`src/rtl/csu_pkg.sv`:
```
// ----------------------------------------------------------------------------
// csu_pkg: shared types and constants for the cursor sprite save-under block
// Function codes, register indexes, register reset values, the configuration
// bundle and the built-in hand cursor table.
// ----------------------------------------------------------------------------
package csu_pkg;

   // Default sprite height in rows
   localparam int SPRITE_ROWS_DEF = 16;

   // Field widths fixed by the interface
   localparam int CSR_IDX_W = 3;
   localparam int FUNC_W    = 2;

   // Item function codes
   localparam logic [FUNC_W-1:0] FUNC_LOAD    = 2'd0;
   localparam logic [FUNC_W-1:0] FUNC_DRAW    = 2'd1;
   localparam logic [FUNC_W-1:0] FUNC_RESTORE = 2'd2;
   localparam logic [FUNC_W-1:0] FUNC_RDRSP   = 2'd3;

   // Register indexes
   localparam logic [CSR_IDX_W-1:0] CSR_SCREEN_WIDTH  = 3'd0;
   localparam logic [CSR_IDX_W-1:0] CSR_SCREEN_HEIGHT = 3'd1;
   localparam logic [CSR_IDX_W-1:0] CSR_ROW_STRIDE    = 3'd2;
   localparam logic [CSR_IDX_W-1:0] CSR_FRAME_BASE    = 3'd3;
   localparam logic [CSR_IDX_W-1:0] CSR_HOTSPOT_X     = 3'd4;
   localparam logic [CSR_IDX_W-1:0] CSR_HOTSPOT_Y     = 3'd5;

   // Register reset values
   localparam logic [11:0] RST_SCREEN_WIDTH  = 12'd512;
   localparam logic [11:0] RST_SCREEN_HEIGHT = 12'd342;
   localparam logic [13:0] RST_ROW_STRIDE    = 14'd64;
   localparam logic [31:0] RST_FRAME_BASE    = 32'd0;
   localparam logic [3:0]  RST_HOTSPOT_X     = 4'd1;
   localparam logic [3:0]  RST_HOTSPOT_Y     = 4'd1;

   // Configuration bundle from the register file to the datapath
   typedef struct packed {
      logic [11:0] screen_width;
      logic [11:0] screen_height;
      logic [13:0] row_stride;
      logic [31:0] frame_base;
      logic [3:0]  hotspot_x;
      logic [3:0]  hotspot_y;
   } cfg_type;

   // Built-in hand cursor: {image, mask} per row, zero past the sixteenth row
   function automatic logic [31:0] hand_row(input logic [5:0] idx);
      logic [31:0] val;
      case (idx)
         6'd0:    val = {16'h0000, 16'hC000};
         6'd1:    val = {16'h4000, 16'hE000};
         6'd2:    val = {16'h6000, 16'hF000};
         6'd3:    val = {16'h7000, 16'hF800};
         6'd4:    val = {16'h7800, 16'hFC00};
         6'd5:    val = {16'h7C00, 16'hFE00};
         6'd6:    val = {16'h7E00, 16'hFF00};
         6'd7:    val = {16'h7F00, 16'hFF80};
         6'd8:    val = {16'h7F80, 16'hFFC0};
         6'd9:    val = {16'h7C00, 16'hFFE0};
         6'd10:   val = {16'h6C00, 16'hFE00};
         6'd11:   val = {16'h4600, 16'hEF00};
         6'd12:   val = {16'h0600, 16'hCF00};
         6'd13:   val = {16'h0300, 16'h8780};
         6'd14:   val = {16'h0300, 16'h0780};
         6'd15:   val = {16'h0000, 16'h0380};
         default: val = 32'h0000_0000;
      endcase
      return val;
   endfunction

endpackage

```
`src/rtl/csu_ram.sv`:
```
// ----------------------------------------------------------------------------
// csu_ram: generic single-port-write, registered-read RAM
// One write and one read per cycle; read data is registered and appears in the
// cycle after the address.
// ----------------------------------------------------------------------------
module csu_ram #(
   parameter int WIDTH = 32,
   parameter int DEPTH = 16
) (
   input  logic                     clock,
   input  logic                     wr_en,
   input  logic [$clog2(DEPTH)-1:0] wr_addr,
   input  logic [WIDTH-1:0]         wr_data,
   input  logic [$clog2(DEPTH)-1:0] rd_addr,
   output logic [WIDTH-1:0]         rd_data
);

   logic [WIDTH-1:0] mem_ff [DEPTH];
   logic [WIDTH-1:0] rd_data_ff;

   // Storage and registered read
   always_ff @(posedge clock) begin
      if (wr_en) begin
         mem_ff[wr_addr] <= wr_data;
      end
      rd_data_ff <= mem_ff[rd_addr];
   end

   assign rd_data = rd_data_ff;

endmodule

```
`src/rtl/csu_csr.sv`:
```
// ----------------------------------------------------------------------------
// csu_csr: configuration register file
// Takes one register write per transfer on the csr channel and presents the
// current settings as one bundle.
// ----------------------------------------------------------------------------
module csu_csr (
   input  logic                          clock,
   input  logic                          reset,
   input  logic                          csr_valid,
   output logic                          csr_ready,
   input  logic [csu_pkg::CSR_IDX_W-1:0] csr_index,
   input  logic [31:0]                   csr_data,
   output csu_pkg::cfg_type              cfg
);
   import csu_pkg::*;

   cfg_type cfg_ff;
   cfg_type cfg_in;

   // Register write decode
   always_comb begin
      cfg_in = cfg_ff;
      if (csr_valid && csr_ready) begin
         case (csr_index)
            CSR_SCREEN_WIDTH:  cfg_in.screen_width  = csr_data[11:0];
            CSR_SCREEN_HEIGHT: cfg_in.screen_height = csr_data[11:0];
            CSR_ROW_STRIDE:    cfg_in.row_stride    = csr_data[13:0];
            CSR_FRAME_BASE:    cfg_in.frame_base    = csr_data;
            CSR_HOTSPOT_X:     cfg_in.hotspot_x     = csr_data[3:0];
            CSR_HOTSPOT_Y:     cfg_in.hotspot_y     = csr_data[3:0];
            default:           cfg_in = cfg_ff;
         endcase
      end
   end

   always_ff @(posedge clock) begin
      if (reset) begin
         cfg_ff.screen_width  <= RST_SCREEN_WIDTH;
         cfg_ff.screen_height <= RST_SCREEN_HEIGHT;
         cfg_ff.row_stride    <= RST_ROW_STRIDE;
         cfg_ff.frame_base    <= RST_FRAME_BASE;
         cfg_ff.hotspot_x     <= RST_HOTSPOT_X;
         cfg_ff.hotspot_y     <= RST_HOTSPOT_Y;
      end else begin
         cfg_ff <= cfg_in;
      end
   end

   // Writes are always taken
   assign csr_ready = 1'b1;
   assign cfg       = cfg_ff;

endmodule

```
`src/rtl/csu_sprite.sv`:
```
// ----------------------------------------------------------------------------
// csu_sprite: cursor image and mask store
// RAM of {image, mask} rows with a valid bit per row; a row never loaded
// since reset reads as the built-in hand cursor.
// ----------------------------------------------------------------------------
module csu_sprite #(
   parameter int SPRITE_ROWS = csu_pkg::SPRITE_ROWS_DEF
) (
   input  logic                           clock,
   input  logic                           reset,
   input  logic                           wr_en,
   input  logic [$clog2(SPRITE_ROWS)-1:0] wr_row,
   input  logic [15:0]                    wr_image,
   input  logic [15:0]                    wr_mask,
   input  logic [$clog2(SPRITE_ROWS)-1:0] rd_row,
   output logic [15:0]                    rd_image,
   output logic [15:0]                    rd_mask
);
   import csu_pkg::*;

   localparam int RW = $clog2(SPRITE_ROWS);

   logic [SPRITE_ROWS-1:0] vld_ff;
   logic [SPRITE_ROWS-1:0] vld_in;
   logic                   rd_vld_ff;
   logic [RW-1:0]          rd_row_ff;
   logic [31:0]            ram_q;
   logic [31:0]            row_q;

   csu_ram #(
      .WIDTH (32),
      .DEPTH (SPRITE_ROWS)
   ) u_ram (
      .clock   (clock),
      .wr_en   (wr_en),
      .wr_addr (wr_row),
      .wr_data ({wr_image, wr_mask}),
      .rd_addr (rd_row),
      .rd_data (ram_q)
   );

   // Row valid bits
   always_comb begin
      vld_in = vld_ff;
      if (wr_en) begin
         vld_in[wr_row] = 1'b1;
      end
   end

   always_ff @(posedge clock) begin
      if (reset) begin
         vld_ff    <= '0;
         rd_vld_ff <= 1'b0;
      end else begin
         vld_ff    <= vld_in;
         rd_vld_ff <= vld_ff[rd_row];
      end
      rd_row_ff <= rd_row;
   end

   // Unloaded rows fall back to the built-in table
   assign row_q    = rd_vld_ff ? ram_q : hand_row(6'(rd_row_ff));
   assign rd_image = row_q[31:16];
   assign rd_mask  = row_q[15:0];

endmodule

```
`src/rtl/cursor_sprite_save_under.sv`:
```
// ----------------------------------------------------------------------------
// cursor_sprite_save_under: software cursor blit with save-under
// Draws a 16-pixel-wide one-bit cursor into a framebuffer through memory
// requests, keeps the words it covers and puts them back on restore.
// ----------------------------------------------------------------------------
// Usage:
//  Items enter on req_* at a clock edge with start high and busy low.
//  Requests leave on rsp_* for one cycle each, marked by rsp_strobe; the
//  receiver takes every request and cannot stall the block.
//  The user writes registers over csr_* (always ready) only while idle; the block does not enforce it.
//  Load: no request and never busy; the next item may follow at once.
//  Draw: busy through ST_DRAW_OFF, ST_DRAW_ADDR and ST_DRAW_EMIT; the read requests
//   leave registered from ST_DRAW_EMIT, one read per cycle, last on the final one.
//   The address product (ST_DRAW_OFF) and base add (ST_DRAW_ADDR) come before the run.
//  Read response: busy for one cycle in ST_RESP, which forms its write request;
//   no new response is taken until it ends. A response with no read outstanding
//   is dropped without going busy.
//  Restore: ST_REST reads each saved row from the save RAM, then ST_REST_LAST
//   ends busy; writes go out one per cycle, after the registered RAM read.
//   With nothing saved it sends nothing and does not go busy.
//  Reset: registers take their defaults, the cursor is the built-in hand,
//   nothing is saved and no read is outstanding.
// ----------------------------------------------------------------------------
module cursor_sprite_save_under #(
   parameter int SPRITE_ROWS = csu_pkg::SPRITE_ROWS_DEF
) (
   input  logic                          clock,
   input  logic                          reset,
   // item channel
   input  logic                          start,
   output logic                          busy,
   input  logic [csu_pkg::FUNC_W-1:0]    req_func,
   input  logic [3:0]                    req_row_index,
   input  logic [15:0]                   req_row_image,
   input  logic [15:0]                   req_row_mask,
   input  logic signed [15:0]            req_mouse_x,
   input  logic signed [15:0]            req_mouse_y,
   input  logic [31:0]                   req_read_word,
   // request channel
   output logic                          rsp_strobe,
   output logic                          rsp_is_write,
   output logic [31:0]                   rsp_address,
   output logic [31:0]                   rsp_write_word,
   output logic                          rsp_last,
   // register channel
   input  logic                          csr_valid,
   output logic                          csr_ready,
   input  logic [csu_pkg::CSR_IDX_W-1:0] csr_index,
   input  logic [31:0]                   csr_data
);
   import csu_pkg::*;

   localparam int RW = $clog2(SPRITE_ROWS);
   localparam int CW = $clog2(SPRITE_ROWS + 1);
   localparam logic [CW-1:0] ROWS_C   = CW'(SPRITE_ROWS);
   localparam logic [CW-1:0] LAST_C   = CW'(SPRITE_ROWS - 1);
   localparam logic [11:0]   ROWS_Y   = 12'(SPRITE_ROWS);
   localparam logic [5:0]    ROWS_LD  = 6'(SPRITE_ROWS);

   typedef enum logic [2:0] {
      ST_IDLE,
      ST_DRAW_OFF,
      ST_DRAW_ADDR,
      ST_DRAW_EMIT,
      ST_RESP,
      ST_REST,
      ST_REST_LAST
   } state_type;

   cfg_type cfg;

   state_type     state_ff, state_in;
   logic [CW-1:0] cnt_ff, cnt_in;
   logic [CW-1:0] pend_ff, pend_in;
   logic [CW-1:0] rend_ff, rend_in;
   logic          svalid_ff, svalid_in;
   logic [3:0]    shift_ff, shift_in;
   logic [31:0]   saddr_ff, saddr_in;
   logic [11:0]   xc_ff, xc_in;
   logic [11:0]   yc_ff, yc_in;
   logic [26:0]   off_ff, off_in;
   logic [31:0]   word_ff, word_in;
   logic          rpipe_ff, rpipe_in;
   logic [RW-1:0] rrow_ff, rrow_in;
   logic          rlast_ff, rlast_in;
   logic          strobe_ff, strobe_in;
   logic          iswr_ff, iswr_in;
   logic [31:0]   addr_ff, addr_in;
   logic [31:0]   wword_ff, wword_in;
   logic          last_ff, last_in;

   logic          accept;
   logic [16:0]   x_diff, y_diff;
   logic [11:0]   x_lim, y_lim;
   logic [11:0]   x_clamp, y_clamp;
   logic [RW-1:0] emit_row;
   logic [31:0]   row_addr;
   logic [15:0]   spr_img, spr_msk;
   logic [31:0]   img_sh, msk_sh;
   logic [31:0]   sav_q;
   logic          spr_wr, sav_wr;

   csu_csr u_csr (
      .clock     (clock),
      .reset     (reset),
      .csr_valid (csr_valid),
      .csr_ready (csr_ready),
      .csr_index (csr_index),
      .csr_data  (csr_data),
      .cfg       (cfg)
   );

   csu_sprite #(
      .SPRITE_ROWS (SPRITE_ROWS)
   ) u_sprite (
      .clock    (clock),
      .reset    (reset),
      .wr_en    (spr_wr),
      .wr_row   (RW'(req_row_index)),
      .wr_image (req_row_image),
      .wr_mask  (req_row_mask),
      .rd_row   (pend_ff[RW-1:0]),
      .rd_image (spr_img),
      .rd_mask  (spr_msk)
   );

   // Save-under store: written by read responses, read back by restore
   csu_ram #(
      .WIDTH (32),
      .DEPTH (SPRITE_ROWS)
   ) u_save (
      .clock   (clock),
      .wr_en   (sav_wr),
      .wr_addr (pend_ff[RW-1:0]),
      .wr_data (req_read_word),
      .rd_addr (cnt_ff[RW-1:0]),
      .rd_data (sav_q)
   );

   assign accept = start && !busy;
   assign busy   = (state_ff != ST_IDLE);

   assign spr_wr = accept && (req_func == FUNC_LOAD) && ({2'b00, req_row_index} < ROWS_LD);
   assign sav_wr = accept && (req_func == FUNC_RDRSP) && (pend_ff < ROWS_C);

   // Cursor position less hotspot, clamped to the screen
   assign x_diff = {req_mouse_x[15], req_mouse_x} - {13'd0, cfg.hotspot_x};
   assign y_diff = {req_mouse_y[15], req_mouse_y} - {13'd0, cfg.hotspot_y};
   assign x_lim  = (cfg.screen_width > 12'd16) ? cfg.screen_width - 12'd16 : 12'd0;
   assign y_lim  = (cfg.screen_height > ROWS_Y) ? cfg.screen_height - ROWS_Y : 12'd0;

   always_comb begin
      if (x_diff[16]) begin
         x_clamp = 12'd0;
      end else if (x_diff[15:0] > {4'd0, x_lim}) begin
         x_clamp = x_lim;
      end else begin
         x_clamp = x_diff[11:0];
      end
      if (y_diff[16]) begin
         y_clamp = 12'd0;
      end else if (y_diff[15:0] > {4'd0, y_lim}) begin
         y_clamp = y_lim;
      end else begin
         y_clamp = y_diff[11:0];
      end
   end

   // Row address: saved base plus row times current stride
   always_comb begin
      case (state_ff)
         ST_DRAW_EMIT: emit_row = cnt_ff[RW-1:0];
         ST_RESP:      emit_row = pend_ff[RW-1:0];
         default:      emit_row = rrow_ff;
      endcase
   end

   assign row_addr = saddr_ff + 32'(emit_row * cfg.row_stride);

   // Sprite row aligned to the pixel shift
   assign img_sh = {spr_img, 16'h0000} >> shift_ff;
   assign msk_sh = {spr_msk, 16'h0000} >> shift_ff;

   // Sequencer and request datapath
   always_comb begin
      state_in  = state_ff;
      cnt_in    = cnt_ff;
      pend_in   = pend_ff;
      rend_in   = rend_ff;
      svalid_in = svalid_ff;
      shift_in  = shift_ff;
      saddr_in  = saddr_ff;
      xc_in     = xc_ff;
      yc_in     = yc_ff;
      off_in    = off_ff;
      word_in   = word_ff;
      rpipe_in  = 1'b0;
      rrow_in   = rrow_ff;
      rlast_in  = rlast_ff;
      strobe_in = 1'b0;
      iswr_in   = iswr_ff;
      addr_in   = addr_ff;
      wword_in  = wword_ff;
      last_in   = last_ff;

      case (state_ff)
         ST_IDLE: begin
            if (accept) begin
               case (req_func)
                  FUNC_DRAW: begin
                     xc_in     = x_clamp;
                     yc_in     = y_clamp;
                     svalid_in = 1'b0;
                     pend_in   = '0;
                     state_in  = ST_DRAW_OFF;
                  end
                  FUNC_RESTORE: begin
                     if (svalid_ff) begin
                        rend_in   = ((pend_ff < ROWS_C) ? pend_ff : ROWS_C) - CW'(1);
                        cnt_in    = '0;
                        svalid_in = 1'b0;
                        pend_in   = ROWS_C;
                        state_in  = ST_REST;
                     end
                  end
                  FUNC_RDRSP: begin
                     if (pend_ff < ROWS_C) begin
                        word_in  = req_read_word;
                        state_in = ST_RESP;
                     end
                  end
                  default: begin
                     state_in = ST_IDLE;
                  end
               endcase
            end
         end
         ST_DRAW_OFF: begin
            off_in   = 27'(yc_ff * cfg.row_stride) + 27'(xc_ff[11:3]);
            shift_in = xc_ff[3:0];
            state_in = ST_DRAW_ADDR;
         end
         ST_DRAW_ADDR: begin
            saddr_in = cfg.frame_base + {5'd0, off_ff[26:1], 1'b0};
            cnt_in   = '0;
            state_in = ST_DRAW_EMIT;
         end
         ST_DRAW_EMIT: begin
            strobe_in = 1'b1;
            iswr_in   = 1'b0;
            addr_in   = row_addr;
            wword_in  = 32'd0;
            last_in   = (cnt_ff == LAST_C);
            cnt_in    = cnt_ff + CW'(1);
            if (cnt_ff == LAST_C) begin
               state_in = ST_IDLE;
            end
         end
         ST_RESP: begin
            strobe_in = 1'b1;
            iswr_in   = 1'b1;
            addr_in   = row_addr;
            wword_in  = (word_ff & ~msk_sh) | img_sh;
            last_in   = (pend_ff == LAST_C);
            pend_in   = pend_ff + CW'(1);
            svalid_in = 1'b1;
            state_in  = ST_IDLE;
         end
         ST_REST: begin
            rpipe_in = 1'b1;
            rrow_in  = cnt_ff[RW-1:0];
            rlast_in = (cnt_ff == rend_ff);
            cnt_in   = cnt_ff + CW'(1);
            if (cnt_ff == rend_ff) begin
               state_in = ST_REST_LAST;
            end
         end
         ST_REST_LAST: begin
            state_in = ST_IDLE;
         end
         default: begin
            state_in = ST_IDLE;
         end
      endcase

      // Restore write for the row read last cycle
      if (rpipe_ff) begin
         strobe_in = 1'b1;
         iswr_in   = 1'b1;
         addr_in   = row_addr;
         wword_in  = sav_q;
         last_in   = rlast_ff;
      end
   end

   always_ff @(posedge clock) begin
      if (reset) begin
         state_ff  <= ST_IDLE;
         pend_ff   <= ROWS_C;
         svalid_ff <= 1'b0;
         shift_ff  <= 4'd0;
         saddr_ff  <= 32'd0;
         rpipe_ff  <= 1'b0;
         strobe_ff <= 1'b0;
      end else begin
         state_ff  <= state_in;
         pend_ff   <= pend_in;
         svalid_ff <= svalid_in;
         shift_ff  <= shift_in;
         saddr_ff  <= saddr_in;
         rpipe_ff  <= rpipe_in;
         strobe_ff <= strobe_in;
      end
      cnt_ff   <= cnt_in;
      rend_ff  <= rend_in;
      xc_ff    <= xc_in;
      yc_ff    <= yc_in;
      off_ff   <= off_in;
      word_ff  <= word_in;
      rrow_ff  <= rrow_in;
      rlast_ff <= rlast_in;
      iswr_ff  <= iswr_in;
      addr_ff  <= addr_in;
      wword_ff <= wword_in;
      last_ff  <= last_in;
   end

   assign rsp_strobe     = strobe_ff;
   assign rsp_is_write   = iswr_ff;
   assign rsp_address    = addr_ff;
   assign rsp_write_word = wword_ff;
   assign rsp_last       = last_ff;

endmodule

```
`config.mk`:
```
export PLATFORM = sky130hd
export DESIGN_NAME = cursor_sprite_save_under
export DESIGN_NICKNAME = d
export VERILOG_FILES = /design/src/rtl/csu_pkg.sv /design/src/rtl/csu_ram.sv /design/src/rtl/csu_csr.sv /design/src/rtl/csu_sprite.sv /design/src/rtl/cursor_sprite_save_under.sv
export SDC_FILE = /design/constraint.sdc
export NUM_CORES = 2
export LEC_CHECK = 0
export ABC_AREA = 1
export BUFFER_PORTS_ARGS = -buffer_cell sky130_fd_sc_hd__buf_2
export CAP_MARGIN = 20
export CORE_ASPECT_RATIO = 0.8
export CORE_MARGIN = 2
export CORE_UTILIZATION = 55
export CTS_CLUSTER_DIAMETER = 60
export DETAILED_ROUTE_END_ITERATION = 8
export GPL_TIMING_DRIVEN = 0
export HOLD_SLACK_MARGIN = 0.15
export PLACE_DENSITY = 0.74
export SLEW_MARGIN = 25
export SYNTH_ARGS = -nofsm -noshare
export SYNTH_HDL_FRONTEND = slang
export SYNTH_SLANG_ARGS = --single-unit
```
`constraint.sdc`:
```
create_clock -name clock -period 4.6 [get_ports clock]
set_clock_uncertainty 0.05 [all_clocks]
set_input_delay 0.92 -clock clock [delete_from_list [all_inputs] [get_ports clock]]
set_output_delay 0.92 -clock clock [all_outputs]
set_load 0.01 [all_outputs]
```
==> flow_summary.yaml <==
logic_synthesis:
  syn-cell-area_um2: 66400
  synth_top_cell_area_share_pct: 53.6
  synth-seq-area-share_pct: 60.4
  ys.flop_type: "edfxtp_1"
  synthArstFlopShare_pct: 0
  syn_nets: 6785
  syn_inst: 6288
  synth.avg_cell_area_um2: 10.6
  synth.area.top_cells: "edfxtp_1, dfxtp_1, nand2_1"
  synth_seq_cells: 1410
  synth_cell_type_count: 53
  synth_top_area_cell: "edfxtp_1"
  synth_edf_count: 1186
  ys_warn_count: 0
worst_setup_path:
  rrSetupSlack_ns: -0.62
  required_ns: 5.15
  crit_path_end_kind: "flop"
  cp_max_fo: 4
  cp-start-kind: "flop"
  critPathKind: "reg2reg"
  arrival_ns: 5.77
floorplanning:
  pin_count: 210
  chipWidth_um: 393
  die_h_um: 315
  core_region_area_um2: 120000
  start_util_pct: 55.2
  num_rows: 114
  fp.dieArea_um2: 124000
cts:
  cts_made_buffers: 139
  root_buffer: "clkbuf_16"
  clockBufferDepth: 3
  cts.sinks: 1410
  tritoncts: "done"
  clock_latency_ns: 0.80
  path_clk_slew_ns: 0.06
  h-tree-depth: 4
worst_hold_path:
  hold_class: "in2reg"
sta:
  fin_hold_ws_ns: 0.379
  finalHoldViolCount: 0
  tns_ns: -11.53
  max_freq_mhz: 192
  relSlewSlack_pct: 27.2
  tightest_slew_ns: 1.09
  period_minus_slack_ns: 5.22
  setup_viol: 39
  rsz0062_at_grt: "yes"
  slew_viol_final: 0
  timing.final.crit_share_pct: 113
  setup_ws_ns: -0.615
routing:
  vias: 52600
  wl_met3_mm: 27.1
  route.met2.wl_mm: 94.5
  wl_met1_mm: 81.8
  routed.top_layer: "met5"
  viasPerCell: 6.13
  drtAntennaViolNets: 0
  drt_iter0_drc: 7819
  drc: 0
  drt_first_pass_iters: 8
  post_drt_wl_per_cell_um: 25.0
  routed_wl_mm: 214
job:
  max-cap-violations: 0
placement:
  portBuffers: 207
  place_hpwl_mm: 150
  gp_congestion: 0.948
cells_and_area:
  final_cell_mix: "edfxtp_1, nand2_1, nor2_1"
  mostFrequentLayoutCell: "edfxtp_1"
  fin_nets: 7315
  drive_gt1_share_pct: 14.5
  area_growth_syn_to_layout_pct: 18.7
global_routing:
  overflow: 0
  grt_pass1_vias: 50100
  grt_max_degree: 33
  groute.usage.overall_pct: 33.8
  grt_antenna_before_repair: 15
  grt_pass1_wl_mm: 310
status:
  violations: "setup timing"
  status: "finished with violations"
pwr:
  irDropWorstVdd_v: 0.000409
  power.leakage_nw: 30.3
  powerDensity_nw_per_um2: 464
  power_mw: 36.6
## layer usage
metal	vias up	GRT usage [%]
met2	3748	51.2
met3	663	7.40
met5	-	0
met1	25400	47.3
met4	10	15.1
li1	22800	-
## synthesized netlist by cell type, drive strengths merged (9+ instances only)
library cell and instances:
ha 185, nand2 958, nand3 168, nand4 60, o22ai 201, fa 171, nor2 812, xnor2 23
a21oi 338, edfxtp 1186, o221ai 67, o21ai 716, o21bai 18, o211ai 17, clkbuf 249, dfxtp 224
nor4 11, nor3 30, buf 57, clkinv 9, or2 18, xor2 65, o21a 17, a21o 11
inv 632
## sequential cells by signal, indices dropped and copies added (netlist names), 4 cells and up, named ones only
register                cells
rsp_write_word             32
yc_ff                      12
u_sprite.u_ram.mem_ff     512
xc_ff                      12
word_ff                    32
rsp_address                32
u_save.rd_data             32
off_ff                     26
u_sprite.vld_ff            16
pend_ff                     5
rend_ff                     5
shift_ff                    4
u_save.mem_ff             512
cnt_ff                      5
u_csr.cfg                  78
saddr_ff                   32
rrow_ff                     4
u_sprite.u_ram.rd_data     32
## logic make-up (layout without fill, tap and decap cells)
logic type	Yosys count	after routing	share of synthesized area, %
muxes	5	5	0.0754
other	1	13	0.00565
xor gates and xnor gates	88	88	1.16
AOI/OAI and AO/OA	1418	1418	11.8
adders and majority gates	356	356	8.64
buffers and inverters	947	1592	5.44
and+or+nand+nor	2063	2063	12.5
DFF	1410	1410	60.4
## path summary, 6_finish.rpt
kind         cells past startpoint                          to                       start
max                             19        off_ff[21]$_DFFE_PP_     yc_ff[11]$_SDFFCE_PP0P_
min                              3  u_csr.cfg[29]$_SDFFE_PP0P_                csr_data[21]
max reg2reg                     19        off_ff[21]$_DFFE_PP_     yc_ff[11]$_SDFFCE_PP0P_
min reg2reg                      2  u_csr.cfg[28]$_SDFFE_PP0P_  u_csr.cfg[28]$_SDFFE_PP0P_
## per-stage QoR
stage                     setup slack [ns]  cells  area, um^2  util [%]
after floorplan                     -0.151   6288       66600         -
after global placement               -2.73   8119       69600      57.9
after detailed placement             -1.60   8179       71300      59.3
after CTS                           -0.460   8523       77900      64.8
after global routing                -0.691   8564       78800      65.6
final                               -0.615   8569       78800      65.6
## critical path: stages (launching register included)
cell      delay [ns]
edfxtp_1        0.51
buf_6           0.18
nand2_2         0.06
inv_2           0.04
fa_1            0.50
fa_1            0.53
fa_1            0.53
fa_1            0.58
inv_2           0.06
fa_1            0.57
inv_2           0.06
ha_4            0.32
buf_6           0.13
nand2_8         0.06
nor2_4          0.11
inv_2           0.06
o21ai_2         0.18
a21oi_2         0.07
o21bai_1        0.20
xor2_1          0.22
## cell type report
class	count	area, um^2
clock inverters	68	831
diodes	12	30.0
repair buffers	394	3580
well taps	1624	2030
clock buffers	188	3800
fillers	8805	41400
flip-flops and latches	1410	40100
inverters	641	2430
plain buffers	301	1440
multi-input cells	3931	24600
## report_power, final
part           internal [mW]  switching [mW]
combinational           3.14            6.83
clock                   6.51            5.09
sequential              14.6           0.395
## repair_timing
item                       4_1_cts  5_1_grt
pin swaps                       88       95
hold buffers                     0        0
resized for setup              322      161
setup endpoints to repair       48       46
cloned                           3        0
buffers inserted                89       38
Note: power is estimated with default switching activity, not from simulation.
